## config.mk

```make
export PLATFORM = sky130hd
export DESIGN_NAME = printable_string_extractor
export DESIGN_NICKNAME = d
export VERILOG_FILES = /design/src/rtl/core/pse_pkg.sv /design/src/rtl/core/printable_string_extractor.sv /design/src/rtl/core/pse_cell.sv
export SDC_FILE = /design/constraint.sdc
export NUM_CORES = 1
export LEC_CHECK = 0
export ABC_CLOCK_PERIOD_IN_PS = 7000
export BUFFER_PORTS_ARGS = -buffer_cell sky130_fd_sc_hd__clkbuf_2
export CAP_MARGIN = 10
export CORE_MARGIN = 3
export CORE_UTILIZATION = 30
export DETAILED_ROUTE_END_ITERATION = 7
export HOLD_SLACK_MARGIN = 0.03
export PLACE_DENSITY = 0.49
export SKIP_CTS_REPAIR_TIMING = 1
export SLEW_MARGIN = 5
export SYNTH_ARGS = -nofsm -noshare
export SYNTH_HDL_FRONTEND = slang
export SYNTH_SLANG_ARGS = --single-unit
export TNS_END_PERCENT = 50
```

## constraint.sdc

```tcl
create_clock -name clock -period 7 [get_ports clock]
set_input_delay 1.75 -clock clock [delete_from_list [all_inputs] [get_ports clock]]
set_output_delay 1.75 -clock clock [all_outputs]
set_load 0.05 [all_outputs]
```

## src/rtl/core/pse_pkg.sv

```systemverilog
// Shared types and constants for the printable string extractor.
// No dependencies; used by pse_cell and printable_string_extractor.
package pse_pkg;

   localparam int BufferSizeDefault = 64;
   localparam int RunDepth          = 63;

   localparam logic [1:0] CSR_MIN_LENGTH    = 2'd0;
   localparam logic [1:0] CSR_START_OFFSET  = 2'd1;
   localparam logic [1:0] CSR_SCAN_LIMIT    = 2'd2;
   localparam logic [1:0] CSR_OFFSET_ENABLE = 2'd3;

   localparam logic [7:0] CHAR_NUL     = 8'h00;
   localparam logic [7:0] CHAR_NEWLINE = 8'h0A;
   localparam logic [7:0] CHAR_SPACE   = 8'h20;
   localparam logic [7:0] CHAR_DEL     = 8'h7F;

   typedef enum logic {
      PSE_IDLE,
      PSE_DRAIN
   } pse_state_type;

   typedef struct packed {
      logic       append;
      logic       restart;
      logic       drop;
      logic       shift;
      logic [6:0] ch;
   } pse_ctrl_type;

endpackage

```

## src/rtl/core/printable_string_extractor.sv

```systemverilog
// Top level of the printable string extractor: controller, config registers, cell chain.
// Depends on pse_pkg and pse_cell.
//
//   channel | ports   | direction | content
//   req     | req_t*  | in        | tdata: data_byte[7:0]; tuser: new_file
//   rsp     | rsp_t*  | out       | tdata: text_char[6:0], run_offset[38:7]; tlast: run_last
//   csr     | csr_*   | in        | index 0..3, 32-bit write data
//
// Input bytes are taken one per cycle while idle; an emitted run is then shifted out of the cell
// chain head, one character per cycle while rsp is ready; no byte is taken meanwhile.
// Reset is synchronous and clears control state; the cell chain needs no clearing pass.
// A stalled rsp side holds the chain and the current character.
module printable_string_extractor #(
   parameter int BUFFER_SIZE = pse_pkg::BufferSizeDefault
) (
   input  logic        clock,
   input  logic        reset,
   input  logic        req_tvalid,
   output logic        req_tready,
   input  logic [7:0]  req_tdata,   // data_byte[7:0]
   input  logic        req_tuser,   // new_file
   output logic        rsp_tvalid,
   input  logic        rsp_tready,
   output logic [39:0] rsp_tdata,   // text_char[6:0], run_offset[38:7], zero[39]
   output logic        rsp_tlast,   // run_last
   input  logic        csr_valid,
   output logic        csr_ready,
   input  logic [1:0]  csr_index,
   input  logic [31:0] csr_data
);
   import pse_pkg::*;

   localparam int Cap = (BUFFER_SIZE - 1 > RunDepth) ? RunDepth : BUFFER_SIZE - 1;
   localparam int FW  = $clog2(Cap + 1);

   pse_state_type state_ff, state_in;

   logic [5:0]    min_length_ff;
   logic [31:0]   start_offset_ff, scan_limit_ff;
   logic          offset_enable_ff;
   logic [FW-1:0] fill_ff, fill_in;
   logic [31:0]   consumed_ff, consumed_in;
   logic [31:0]   run_start_ff, run_start_in;
   logic [31:0]   offset_ff, offset_in;

   pse_ctrl_type  ctrl;
   logic          req_acc, rsp_acc, is_last;
   logic [FW-1:0] fill_eff;
   logic [31:0]   cons_eff;
   logic          limited, term, printable, emit;

   logic [Cap-1:0] cell_v;
   logic [6:0]     cell_ch [Cap];

   assign req_acc   = req_tvalid & req_tready;
   assign rsp_acc   = rsp_tvalid & rsp_tready;
   assign csr_ready = 1'b1;

   assign fill_eff  = req_tuser ? '0 : fill_ff;
   assign cons_eff  = req_tuser ? '0 : consumed_ff;
   assign limited   = (scan_limit_ff != '0) && (cons_eff >= scan_limit_ff);
   assign term      = (req_tdata == CHAR_NUL) || (req_tdata == CHAR_NEWLINE)
                      || (fill_eff >= FW'(Cap));
   assign printable = (req_tdata >= CHAR_SPACE) && (req_tdata < CHAR_DEL);
   assign emit      = term && (fill_eff != '0)
                      && (7'(fill_eff) >= {1'b0, min_length_ff});

   always_comb begin
      ctrl.append  = req_acc & ~limited & ~term & printable;
      ctrl.restart = req_acc & req_tuser;
      ctrl.drop    = req_acc & ~limited & ((term & ~emit) | (~term & ~printable));
      ctrl.shift   = rsp_acc;
      ctrl.ch      = req_tdata[6:0];
   end

   always_comb begin
      fill_in      = fill_ff;
      consumed_in  = consumed_ff;
      run_start_in = run_start_ff;
      offset_in    = offset_ff;
      if (req_acc) begin
         fill_in     = fill_eff;
         consumed_in = cons_eff;
         if (!limited) begin
            consumed_in = cons_eff + 32'd1;
            if (term) begin
               fill_in   = '0;
               offset_in = offset_enable_ff ? start_offset_ff + run_start_ff : '0;
            end else if (printable) begin
               fill_in = fill_eff + FW'(1);
               if (fill_eff == '0) begin
                  run_start_in = cons_eff;
               end
            end else begin
               fill_in = '0;
            end
         end
      end
   end

   always_comb begin
      state_in = state_ff;
      unique case (state_ff)
         PSE_IDLE: begin
            if (req_acc && !limited && emit) begin
               state_in = PSE_DRAIN;
            end
         end
         PSE_DRAIN: begin
            if (rsp_acc && is_last) begin
               state_in = PSE_IDLE;
            end
         end
         default: state_in = PSE_IDLE;
      endcase
   end

   always_comb begin
      req_tready = 1'b0;
      rsp_tvalid = 1'b0;
      unique case (state_ff)
         PSE_IDLE:  req_tready = 1'b1;
         PSE_DRAIN: rsp_tvalid = 1'b1;
         default: begin
            req_tready = 1'b0;
            rsp_tvalid = 1'b0;
         end
      endcase
   end

   always_ff @(posedge clock) begin
      if (reset) begin
         state_ff         <= PSE_IDLE;
         min_length_ff    <= 6'd4;
         start_offset_ff  <= '0;
         scan_limit_ff    <= '0;
         offset_enable_ff <= 1'b0;
         fill_ff          <= '0;
         consumed_ff      <= '0;
      end else begin
         state_ff    <= state_in;
         fill_ff     <= fill_in;
         consumed_ff <= consumed_in;
         if (csr_valid && csr_ready) begin
            unique case (csr_index)
               CSR_MIN_LENGTH:    min_length_ff    <= csr_data[5:0];
               CSR_START_OFFSET:  start_offset_ff  <= csr_data;
               CSR_SCAN_LIMIT:    scan_limit_ff    <= csr_data;
               CSR_OFFSET_ENABLE: offset_enable_ff <= csr_data[0];
               default: ;
            endcase
         end
      end
      run_start_ff <= run_start_in;
      offset_ff    <= offset_in;
   end

   for (genvar i = 0; i < Cap; i++) begin : g_cell
      logic       prev_v, next_v;
      logic [6:0] next_ch;
      if (i == 0) begin : g_head
         assign prev_v = 1'b1;
      end else begin : g_body
         assign prev_v = cell_v[i-1];
      end
      if (i == Cap - 1) begin : g_tail
         assign next_v  = 1'b0;
         assign next_ch = '0;
      end else begin : g_inner
         assign next_v  = cell_v[i+1];
         assign next_ch = cell_ch[i+1];
      end
      pse_cell u_cell (
         .clock   (clock),
         .reset   (reset),
         .ctrl    (ctrl),
         .prev_v  (prev_v),
         .next_v  (next_v),
         .next_ch (next_ch),
         .cur_v   (cell_v[i]),
         .ch      (cell_ch[i])
      );
   end

   if (Cap > 1) begin : g_last_multi
      assign is_last = ~cell_v[1];
   end else begin : g_last_single
      assign is_last = 1'b1;
   end

   assign rsp_tdata = {1'b0, offset_ff, cell_ch[0]};
   assign rsp_tlast = is_last;

`ifndef SYNTHESIS
   a_drain_blocks_input: assert property (@(posedge clock) disable iff (reset)
      rsp_tvalid |-> !req_tready)
      else $error("input taken while a run drains");
   a_last_ends_run: assert property (@(posedge clock) disable iff (reset)
      (rsp_tvalid && rsp_tready && rsp_tlast) |=> !rsp_tvalid)
      else $error("output continues after last character");
   a_char_printable: assert property (@(posedge clock) disable iff (reset)
      rsp_tvalid |-> (rsp_tdata[6:5] != 2'b00) && (rsp_tdata[6:0] != 7'h7F))
      else $error("non-printable character emitted");
   a_head_valid: assert property (@(posedge clock) disable iff (reset)
      rsp_tvalid |-> cell_v[0])
      else $error("drain with empty chain head");
`endif

endmodule

```

## src/rtl/core/pse_cell.sv

```systemverilog
// One character cell of the run buffer chain.
// Depends on pse_pkg for the control struct.
module pse_cell (
   input  logic                  clock,
   input  logic                  reset,
   input  pse_pkg::pse_ctrl_type ctrl,
   input  logic                  prev_v,
   input  logic                  next_v,
   input  logic [6:0]            next_ch,
   output logic                  cur_v,
   output logic [6:0]            ch
);
   import pse_pkg::*;

   logic       valid_ff, valid_in;
   logic [6:0] ch_ff, ch_in;
   logic       load;

   assign cur_v = valid_ff & ~ctrl.restart;
   assign load  = ctrl.append & prev_v & ~cur_v;
   assign ch    = ch_ff;

   always_comb begin
      valid_in = cur_v;
      ch_in    = ch_ff;
      priority if (ctrl.shift) begin
         valid_in = next_v;
         ch_in    = next_ch;
      end else if (ctrl.drop) begin
         valid_in = 1'b0;
      end else if (load) begin
         valid_in = 1'b1;
         ch_in    = ctrl.ch;
      end
   end

   always_ff @(posedge clock) begin
      if (reset) begin
         valid_ff <= 1'b0;
      end else begin
         valid_ff <= valid_in;
      end
      ch_ff <= ch_in;
   end

endmodule
```

* Yosys cells after proc, flatten, opt, wreduce, memory -nomap -nowiden
Index checks and enable logic that the tools add are counted.
Storage, ports and cells: bits in registers 678, input bits 48, output and inout bits 44, word-level logic and storage cells 947
Cells by class: $add $sub $neg 3, magnitude comparators 5, eq/ne operators 5, mux-type cells 384, bitwise gates (word level) 268, reductions and logical operators 147
Operator list (number):
- 7-bit 2-to-1 mux | 186
- 1-bit bitwise AND | 197
- 1-bit 2-to-1 mux | 191
- 2-bit AND reduction | 67
- 2-bit nonzero test | 62
- 1-bit NOT | 70
- 32-bit 2-to-1 mux | 2
- 32-bit by 1-bit adder with 32-bit output (second input constant) | 1
- 32-bit adder | 1
- 32-bit greater-or-equal comparator | 1
- 32-bit nonzero test | 1
- 6-bit 2-to-1 mux | 4
- 8-bit by 4-bit equality test with 1-bit output (second input constant) | 1
- 8-bit by 6-bit greater-or-equal comparator with 1-bit output (second input constant) | 1
- 8-bit logical NOT | 1
- 8-bit by 7-bit less-than comparator with 1-bit output (second input constant) | 1
- 1-bit logical AND | 7
- 6-bit by 1-bit adder with 6-bit output (second input constant) | 1
- 6-bit greater-or-equal comparator | 1
- 6-bit greater-or-equal comparator (second input constant) | 1
- 6-bit logical NOT | 1
- 6-bit nonzero test | 1
- 5-bit AND reduction | 1
- 2-bit equality test (second input constant) | 2
- other kinds (9) | 10

* Logic depth before layout (Yosys ltp)
Gate-level depths: netlist (run 1).
depth after elaboration 12, mapped depth 15, depth with buffers taken out 11

* Hierarchy
Synthesis (run 1) repeated with hierarchy kept, for this count alone.
Unflattened totals: cells, all modules 2600, area total of the unflattened synthesis 32716.4 um^2
By module, submodules not included:
- pse_cell | times used 63, cells each 24, area an instance 369.1 um^2, seq. area each 230.2 um^2
- printable_string_extractor | times used 1, cells each 1088, area an instance 9462.8 um^2, seq. area each 4124.0 um^2

* Worst setup path after synthesis (run 1)
OpenSTA, ideal clock, no wires.
path type in2reg, start point input req_tuser, end point register run_start_ff[0], enable pin, setup time 421 ps, arrival 5709 ps, data required time 6579 ps, slack 870 ps, stages on the path 13, buffers on the path 4, cells stage by stage clkbuf_1 -> clkbuf_1 -> clkbuf_1 -> nor2b_1 -> ha_1 -> a211oi_1 -> o21ai_1 -> a221oi_4 -> o22ai_4 -> clkbuf_1 -> nor2_1 -> nand2_1 -> nor2_1
On the way: word-level cells in the longest chain between the ends 5, elaborated cells on any way between the ends 10, those cells by class 2 x order compare; 2 x mux; 2 x bitwise; 4 x reduce/logical
Ends and longest elaborated chain:
- start, declared | line printable_string_extractor.sv:21 | input logic req_tuser,
- 32-bit 2-to-1 mux | line printable_string_extractor.sv:60 | assign cons_eff = req_tuser ? '0 : consumed_ff;
- named net cons_eff[1] | line printable_string_extractor.sv:49 | logic [31:0] cons_eff;
- 32-bit greater-or-equal comparator | line printable_string_extractor.sv:61 | assign limited = (scan_limit_ff != '0) && (cons_eff >= scan_limit_ff);
- 1-bit logical AND | line printable_string_extractor.sv:61
- 1-bit NOT (no line)
- 5-bit AND reduction (no line)
- end signal, assigned | line printable_string_extractor.sv:154 | run_start_ff <= run_start_in;
- end, declared | line printable_string_extractor.sv:43 | logic [31:0] run_start_ff, run_start_in;
The timed path passes the listed nets, and every way through them passes these cells. A chain may end at the register's enable or synchronous reset.

* Worst setup path after layout (run 1)
start point input req_tuser, end point register g_cell[58].u_cell.ch_ff[6], enable pin
On the way: word-level cells in the longest chain between the ends 11, elaborated cells on any way between the ends 30, those cells by class 3 x order compare; 1 x eq/ne; 2 x mux; 17 x bitwise; 7 x reduce/logical
Ends and longest elaborated chain:
- 32-bit 2-to-1 mux * | line printable_string_extractor.sv:60
- named net cons_eff[27] | line printable_string_extractor.sv:49
- 32-bit greater-or-equal comparator * | line printable_string_extractor.sv:61
- 1-bit logical AND * | line printable_string_extractor.sv:61
- 1-bit NOT (no line) *
- 1-bit bitwise AND * | line printable_string_extractor.sv:69, printable_string_extractor.sv:71
- 1-bit bitwise AND (2 in series) | line printable_string_extractor.sv:69 | ctrl.append = req_acc & ~limited & ~term & printable;
- 1-bit bitwise AND (2 in series) | line pse_cell.sv:20 | assign load = ctrl.append & prev_v & ~cur_v;
- 2-bit nonzero test (no line)
- 2-bit AND reduction (no line) *
- end signal, assigned | line pse_cell.sv:43 | ch_ff <= ch_in;
- end, declared | line pse_cell.sv:16 | logic [6:0] ch_ff, ch_in;
Mark *: on every way through the listed nets, which the timed path passes. The rest lies on a longest branch.

==> results.json, run 1 <==
{
  "yosysWarnings": 0,
  "synth-edff-count": 498,
  "synth_common_cells": "edfxtp_1, a21o_1, nand2_1, dfxtp_1, a21oi_1",
  "status": "finished clean",
  "synth-adder-area-share_pct": 3.08,
  "worstMarginPinSlew_ns": 1.33,
  "cts_tree": "done",
  "htreeDepth": 3,
  "ys_seq_area_share_pct": 62.9,
  "fmaxAchievable_mhz": 191,
  "muxShareOfSynthArea_pct": 0.627,
  "drc": 0,
  "whs_path_depth": 2,
  "maxCapViolCount": 0,
  "path_max_fanout": 32,
  "drv_slew": 0,
  "power_density_nw_per_um2": 264,
  "finalHoldViolCount": 0,
  "endpoint_kind": "flop",
  "r2r_start": "consumed_ff[13]",
  "synth-main-ff-cell": "edfxtp_1",
  "coreArea_um2": 97100,
  "finalSetupViolCount": 0,
  "timing.rr.end": "g_cell[58].u_cell.ch[6]",
  "wl_met1_um": 35400,
  "yosys-top-cells-area": "edfxtp_1, dfxtp_1, a21o_1, nand2_1, ha_1",
  "period_needed_ns": 5.24,
  "finClkSkew_ns": 0.0481,
  "tns_ns": 0,
  "fin_hold_ws_ns": 0.459,
  "synthDistinctLibCells": 70,
  "first_global_vias": 19300,
  "grt_max_degree": 248,
  "ir_worst_vdd_uv": 216,
  "fin_util_pct": 34.8,
  "min_from": "start_offset_ff[23]",
  "min_to": "start_offset_ff[23]",
  "syn-instance-count": 2498,
  "drt-wirelength-per-cell_um": 18.6,
  "antenna_found_initial": 0,
  "start_util_pct": 30.4,
  "critPathLaunch": "req_tuser",
  "syn2layout_area_growth_pct": 14.6,
  "met2WireLength_um": 31900,
  "avgViaCountPerCell": 4.93,
  "ant_nets": 0,
  "drive_gt1_share_pct": 10.7,
  "synth_top_family_by_area": "compound AO/OA/AOI/OAI gates",
  "yosys_register_bits": 678,
  "worstSetupPathType": "input pin to flop",
  "p_leak_nw": 13.5,
  "final_nets": 2641,
  "dp_slack_ns": 1.03,
  "track_usage_pct": 13.9,
  "cts_num_sinks": 678,
  "synth_most_common_cell": "edfxtp_1",
  "dr.pass1.iters": 5,
  "synth-xor-area-share_pct": 1.07,
  "synth_simple_gate_area_share_pct": 9.71,
  "synth_largest_area_cell": "edfxtp_1",
  "cts_buffers": 79,
  "routed-wl-met3_um": 3010,
  "rsz0062_at_grt": "no",
  "globalplace.congestion": 0.808,
  "grt_pass1_wl_um": 114000,
  "hpwl_um": 45100,
  "dieArea_um2": 102000,
  "timing.final.crit_share_pct": 74.9,
  "avgSynthCellArea_um2": 11.8,
  "wl_um": 71800,
  "globalRouteOverflowTotal": 0,
  "synth_compound_area_share_pct": 19.4,
  "die_width_um": 320,
  "clkTransAtPathRegs_ns": 0.06,
  "yosys.area.top_type_share_pct": 50.6,
  "io_pins": 92,
  "die-height_um": 320,
  "highest_layer": "met4",
  "portBuffers": 89,
  "setup_ws_ns": 1.76,
  "vias": 19000,
  "r2r_slack_ns": 3.00,
  "async_reset_ff_share_pct": 0,
  "cp.arrival_ns": 5.50,
  "drt_first_iter_violations": 1748,
  "hold_class": "flop to flop",
  "cts_root_buffer": "clkbuf_16",
  "r2r_cells": 11,
  "netlist_area_um2": 29500,
  "synth_nets": 2618,
  "antennaDiodeCount": 0,
  "crit_required_ns": 7.26,
  "cp-start-kind": "input pin",
  "rows": 114,
  "clk_path_buf_depth": 3,
  "slew_headroom_pct": 11.1,
  "insertion_delay_ns": 0.64
}
## worst max path at each step
stage                              endpoint  slack (ns)  depth (start not counted)
floorplan                   run_start_ff[0]        0.87                         13
global placement    g_cell[57].u_cell.ch[0]        1.17                         12
detailed placement  g_cell[17].u_cell.ch[6]        1.03                         13
CTS                 g_cell[58].u_cell.ch[6]        1.71                         13
global route        g_cell[29].u_cell.ch[2]        1.39                         13
finish              g_cell[58].u_cell.ch[6]        1.76                         13
## flip-flops by register name, summed over array words and instances (netlist names)
| name | flops |
|---|---|
| offset_enable_ff | 1 |
| state_ff | 1 |
| consumed_ff | 32 |
| g_cell.u_cell.ch | 441 |
| min_length_ff | 6 |
| g_cell.u_cell.valid_ff | 63 |
| fill_ff | 6 |
| start_offset_ff | 32 |
| run_start_ff | 32 |
| scan_limit_ff | 32 |
| offset_ff | 32 |
## power by group
group          switching (W)  internal, W
clock                0.00172      0.00244
sequential         0.0000191      0.00433
combinational       0.000279     0.000146
total                0.00202      0.00692
## worst max-delay path: stages
cell      delay (ns)
clkbuf_2        0.34
buf_4           0.32
nor2b_1         0.11
ha_1            0.33
a21oi_1         0.17
o21a_1          0.17
o221ai_1        0.11
a21oi_1         0.44
o22ai_4         0.27
nor3_4          0.24
nand2b_2        0.08
buf_4           0.26
o21ai_0         0.88
## logic make-up (layout without fill, tap and decap cells)
family                     count (synthesis)  in the layout
AOI/OAI and AO/OA                        862            862
DFF                                      678            678
and+or+nand+nor                          595            595
buffers and inverters                    235            325
adders and majority gates                 72             72
xor gates and xnor gates                  36             36
muxes                                     18             18
other                                      2              2
## per-layer routing
layer | vias up | GRT usage (%)
li1 | 9120 | -
met1 | 9411 | 20.3
met2 | 411 | 21.4
met3 | 96 | 2.38
met4 | 0 | 3.87
met5 | - | 0
## cell type report
cell class              instances  area (um2)
repair buffers                120         706
inverters                      57         214
flip-flops and latches        678       18600
multi-input cells            1585       10100
fillers                      9508       63300
well taps                    1276        1600
clock inverters                40         517
clock buffers                 108        2180
## cell usage in the layout, fill, tap and decap left out, types with 6 or more instances in the layout
cell	instances
and2_2	7
clkbuf_16	79
a211oi_1	7
mux2i_1	14
clkbuf_1	20
and3_1	22
xor2_1	24
inv_1	55
nor3_1	11
o21ai_0	131
xnor2_1	12
o21ai_1	18
edfxtp_1	498
bufinv_16	6
a21o_1	462
nand2b_1	74
dfxtp_1	180
clkbuf_2	88
nand4_1	19
clkinv_2	13
o31ai_1	7
nor2b_1	43
o211ai_1	6
buf_4	30
a21oi_1	173
clkbuf_8	9
ha_1	71
nor2_1	87
nor4_1	14
nand2_1	266
a31oi_1	12
nand3_1	13
## through the flow
step | area (um2) | power [W] | instances
3_5_place_dp | 31100 | 0.00486 | 3716
2_1_floorplan | 29500 | 0.00471 | 2498
6_report | 33800 | 0.00893 | 3864
3_3_place_gp | 31100 | 0.00485 | 3716
4_1_cts | 33800 | 0.00906 | 3864
5_1_grt | 33800 | 0.00928 | 3864
No activity file was read; power rests on OpenSTA's default activity.
==> run 2, diff against run 1 <==
Settings changed: ABC_CLOCK_PERIOD_IN_PS 7000 to 4700, PLACE_DENSITY 0.49 to 0.51.
Clock period 7 ns to 4.7 ns, I/O delays scaled along.
==> run 2 against run 1 <==
Critical path depth is the same. Power grew 46%. Sequential power grew 49%. Largest cell class unchanged.
==> results.json, run 2 (synthesis gave the netlist of run 1 again) <==
{
  "die-height_um": 320,
  "hpwl_um": 45000,
  "grt_max_degree": 212,
  "worstMarginPinSlew_ns": 1.14,
  "drv_slew": 0,
  "path_max_fanout": 25,
  "whs_path_depth": 2,
  "coreArea_um2": 97100,
  "fmaxAchievable_mhz": 242,
  "finClkSkew_ns": 0.0262,
  "most-common-layout-cells": "edfxtp_1, a21o_1, nand2_1, dfxtp_1, a21oi_1",
  "power_density_nw_per_um2": 380,
  "io_pins": 92,
  "status": "finished clean",
  "syn2layout_area_growth_pct": 16.6,
  "period_needed_ns": 4.13,
  "drt_first_iter_violations": 1387,
  "drt-wirelength-per-cell_um": 17.7,
  "dr.pass1.iters": 5,
  "p_total_w": 0.0131,
  "clk_path_buf_depth": 3,
  "ant_nets": 0,
  "path_cells": "clkbuf_2 -> buf_12 -> nor2b_1 -> ha_1 -> a21o_1 -> a21o_1 -> a21o_1 -> a221oi_4 -> o22ai_4 -> nor3_4 -> nand2b_2 -> buf_12 -> o21ai_0",
  "start_util_pct": 30.4,
  "hold_class": "flop to flop",
  "p_sw_share_pct": 22.0,
  "ir_worst_vdd_uv": 285,
  "die_width_um": 320,
  "netSwitchingPower_w": 0.00287,
  "grt_pass1_wl_um": 112000,
  "cp-start-kind": "input pin",
  "globalRouteOverflowTotal": 0,
  "worstSetupPathType": "input pin to flop",
  "first_global_vias": 19700,
  "dieArea_um2": 102000,
  "globalRoute.busiestLayer": "met2",
  "portBuffers": 89,
  "r2r_cells": 11,
  "maxCapViolCount": 0,
  "htreeDepth": 3,
  "clkTransAtPathRegs_ns": 0.06,
  "insertion_delay_ns": 0.63,
  "crit_family": "compound AO/OA/AOI/OAI gates",
  "dp_cells": 3796,
  "drive_gt1_share_pct": 13.1,
  "final_nets": 2719,
  "final-instance-count-excl-fill": 3941,
  "critPathMaxStageDelay_ns": 0.82,
  "largest_reg_flops": 441,
  "seqPwrFrac_pct": 49.5,
  "combPwrFrac_pct": 5.1,
  "rsz0062_at_grt": "no",
  "intPower_w": 0.0102,
  "p_clk_share_pct": 45.4,
  "vias": 19400,
  "avgViaCountPerCell": 4.93,
  "n_fill_cell": 9446,
  "drc": 0,
  "timing.final.crit_share_pct": 88.0,
  "cts_root_buffer": "clkbuf_16",
  "p_leak_nw": 13.9,
  "fin_util_pct": 35.4,
  "cts_buffers": 77,
  "slowest_stage": "o21ai_0",
  "grtUsageMet2_pct": 21.7,
  "antenna_found_initial": 1,
  "finalHoldViolCount": 0,
  "cp_num_buf_inv": 3,
  "wl_um": 69600,
  "grtUsageMet1_pct": 18.5,
  "slew_headroom_pct": 23.5,
  "layout_commonest_cell": "edfxtp_1",
  "finalSetupViolCount": 0,
  "rows": 114,
  "globalplace.congestion": 0.811,
  "crit_cells": 13,
  "endpoint_kind": "flop",
  "tns_ns": 0,
  "cp_common_cell": "a21o_1",
  "cp.arrival_ns": 4.38,
  "met3_usage_pct": 2.90,
  "track_usage_pct": 13.6,
  "crit_required_ns": 4.95,
  "cts_num_sinks": 678,
  "cts_tree": "done",
  "fin_hold_ws_ns": 0.458
}
-- run 2: stage by stage --
step / setup WS [ns] / area (um2)
floorplan: -0.166 / 29500
global placement: 0.0326 / 31900
detailed placement: -0.0813 / 31900
CTS: 0.576 / 34400
global route: 0.280 / 34400
finish: 0.566 / 34400
-- run 2: worst paths after layout --
| kind | start | endpoint | slack, ns |
|---|---|---|---|
| hold reg to reg | start_offset_ff[11] | start_offset_ff[11] | 0.46 |
| hold / removal | start_offset_ff[11] | start_offset_ff[11] | 0.46 |
| setup reg to reg | consumed_ff[0] | g_cell[59].u_cell.ch[3] | 1.08 |
| setup / recovery | req_tuser | g_cell[59].u_cell.ch[3] | 0.57 |
-- run 2: worst register-to-register path: stages, from the launching register on --
cell	delay [ns]
dfxtp_1	0.42
nand2b_1	0.11
ha_1	0.27
nand2b_1	0.14
a211oi_1	0.30
o21ai_1	0.16
a221oi_4	0.40
o22ai_4	0.15
nor3_4	0.20
nand2b_2	0.09
buf_12	0.17
o21ai_0	0.84
-- run 2: layout make-up --
cell class | instances | area (um2) | share of cell area, %
diodes | 1 | 2.50 | 0.00727
clock buffers | 112 | 2200 | 6.40
clock inverters | 32 | 333 | 0.967
inverters | 57 | 214 | 0.622
multi-input cells | 1585 | 10100 | 29.3
flip-flops and latches | 678 | 18600 | 53.9
well taps | 1276 | 1600 | 4.64
repair buffers | 200 | 1430 | 4.17
-- run 2: power groups by stage --
stage	clock network, W	logic (W)	registers (W)
floorplan	0	0.000421	0.00660
global placement	0	0.000664	0.00660
CTS	0.00612	0.000675	0.00647
global route	0.00638	0.000738	0.00647
detailed placement	0	0.000670	0.00660
finish	0.00594	0.000665	0.00647
-- run 2: routing by layer --
layer	vias to the layer above	share of wire, %
li1	9283	-
met1	9639	47
met2	378	46
met3	113	4.9
met4	0	2.1
met5	-	0
==> run 3, diff against run 2 <==
Settings changed: CAP_MARGIN 10 to 25, CELL_PAD_IN_SITES_DETAIL_PLACEMENT set to 0, CELL_PAD_IN_SITES_GLOBAL_PLACEMENT set to 2, CORE_UTILIZATION 30 to 35, PLACE_DENSITY 0.51 to 0.74.
==> run 3 against run 2 <==
Via count fell by 0.41%. Sequential share of layout area rose by 0.60 points. Largest cell class unchanged. Non-clock buffer count fell by 27.
==> results.json, run 3 (synthesis gave the netlist of run 1 again) <==
{
  "r2r_cells": 11,
  "cts_num_sinks": 678,
  "worstMarginPinSlew_ns": 1.06,
  "dp_cells": 3555,
  "cp_common_cell": "nand2b_1",
  "fmaxAchievable_mhz": 241,
  "largest_reg_flops": 441,
  "n_fill_cell": 7833,
  "min_to": "start_offset_ff[10]",
  "maxCapViolCount": 0,
  "io_pins": 92,
  "r2r_slack_ns": 1.06,
  "clk_path_buf_depth": 3,
  "start_util_pct": 35.7,
  "clkTransAtPathRegs_ns": 0.06,
  "cp-start-kind": "input pin",
  "antenna_found_initial": 0,
  "path_cells": "clkbuf_2 -> nand2b_1 -> ha_1 -> nand2b_1 -> a211oi_1 -> o21ai_1 -> a221oi_4 -> o22ai_4 -> nor3_4 -> nand2b_2 -> buf_12 -> o21ai_0",
  "drive_gt1_share_pct": 12.5,
  "timing.rr.end": "g_cell[30].u_cell.ch[0]",
  "intPower_w": 0.0104,
  "most-common-layout-cells": "edfxtp_1, a21o_1, nand2_1, dfxtp_1, a21oi_1",
  "p_sw_share_pct": 22.1,
  "cp.arrival_ns": 4.37,
  "final_nets": 2691,
  "met2WireLength_um": 33000,
  "final-instance-count-excl-fill": 3705,
  "globalplace.congestion": 0.799,
  "cts_buffers": 76,
  "highest_layer": "met4",
  "cts_tree": "done",
  "hold_class": "flop to flop",
  "period_needed_ns": 4.15,
  "r2r_start": "consumed_ff[13]",
  "placed_cell_area_um2": 31300,
  "fin_area_um2": 34000,
  "path_max_fanout": 31,
  "dieArea_um2": 87900,
  "cts_root_buffer": "clkbuf_16",
  "status": "finished clean",
  "grt_max_degree": 182,
  "timing.final.crit_share_pct": 88.2,
  "dr.pass1.iters": 7,
  "fin_hold_ws_ns": 0.462,
  "slowest_stage": "o21ai_0",
  "portBuffers": 89,
  "power_density_nw_per_um2": 394,
  "ir_worst_vdd_uv": 259,
  "drt_first_iter_violations": 1487,
  "netSwitchingPower_w": 0.00296,
  "first_global_vias": 19500,
  "htreeDepth": 3,
  "p_clk_share_pct": 46.7,
  "drt-wirelength-per-cell_um": 19.7,
  "vias": 19300,
  "antennaDiodeCount": 0,
  "rsz0062_at_grt": "no",
  "coreArea_um2": 82800,
  "seqPwrFrac_pct": 48.3,
  "insertion_delay_ns": 0.64,
  "critPathMaxStageDelay_ns": 0.80,
  "grt_pass1_wl_um": 114000,
  "whs_path_depth": 2,
  "avgViaCountPerCell": 5.22,
  "finalHoldViolCount": 0,
  "crit_required_ns": 4.92,
  "die_width_um": 296,
  "syn2layout_area_growth_pct": 15.3,
  "track_usage_pct": 16.6,
  "worstSetupPathType": "input pin to flop",
  "finalSetupViolCount": 0,
  "wl_met1_um": 35600,
  "combPwrFrac_pct": 5.0,
  "finClkSkew_ns": 0.0426,
  "min_from": "start_offset_ff[10]",
  "globalRouteOverflowTotal": 0,
  "endpoint_kind": "flop",
  "rows": 105,
  "routed-wl-met3_um": 2950,
  "ant_nets": 0,
  "drv_slew": 0,
  "slew_headroom_pct": 29.1,
  "layout_commonest_cell": "edfxtp_1",
  "drc": 0,
  "wl_um": 73100,
  "hpwl_um": 46900,
  "die-height_um": 296,
  "p_leak_nw": 13.8
}
==> run 3: how the worst max path moves through the flow <==
stage / from / slack (ns) / depth (start not counted) / to
after floorplan: req_tuser / -0.17 / 14 / g_cell[39].u_cell.ch[0]
after global placement: req_tuser / -0.03 / 12 / g_cell[52].u_cell.ch[2]
after detailed placement: req_tuser / -0.19 / 12 / g_cell[56].u_cell.ch[3]
after CTS: req_tuser / 0.49 / 12 / g_cell[56].u_cell.ch[4]
after global routing: req_tuser / 0.29 / 12 / g_cell[30].u_cell.ch[0]
final: req_tuser / 0.55 / 12 / g_cell[30].u_cell.ch[0]
==> run 3: routing by layer <==
layer | vias to the layer above | track usage, %
li1 | 9228 | -
met2 | 423 | 26.0
met3 | 107 | 2.51
met1 | 9576 | 23.9
met4 | 0 | 4.42
met5 | - | 0
==> run 3: worst max-delay path: cells and delay by family <==
| kind | cells | cell delay (ns) |
|---|---|---|
| AND/OR/NAND/NOR | 4 | 0.71 |
| AO/OA/AOI/OAI | 5 | 1.77 |
| adder cells (fa/ha/maj) | 1 | 0.27 |
| buffers and inverters | 2 | 0.40 |
==> run 3: power groups by stage <==
stage / Sequential, W / Combinational (W) / Clock, W
after floorplan: 0.00660 / 0.000421 / 0
after global routing: 0.00647 / 0.000736 / 0.00669
final: 0.00647 / 0.000672 / 0.00626
after CTS: 0.00647 / 0.000676 / 0.00643
after global placement: 0.00660 / 0.000668 / 0
after detailed placement: 0.00660 / 0.000667 / 0
==> run 3: final cells by class <==
type | count | area, um2 | area share [%]
clock inverters | 33 | 485 | 1.43
multi-input cells | 1585 | 10100 | 29.6
well taps | 1070 | 1340 | 3.93
repair buffers | 173 | 1170 | 3.42
flip-flops and latches | 678 | 18600 | 54.5
inverters | 57 | 214 | 0.628
clock buffers | 109 | 2200 | 6.46
==> run 3: metrics by stage <==
step | setup WS [ns] | util [%] | setup TNS (ns) | total power, W
after CTS | 0.493 | 41.1 | 0 | 0.0136
after detailed placement | -0.193 | 37.8 | -16.41 | 0.00727
after floorplan | -0.166 | - | -27.12 | 0.00702
after global placement | -0.0324 | 37.8 | -1.33 | 0.00726
after global routing | 0.292 | 41.1 | 0 | 0.0139
final | 0.555 | 41.1 | 0 | 0.0134
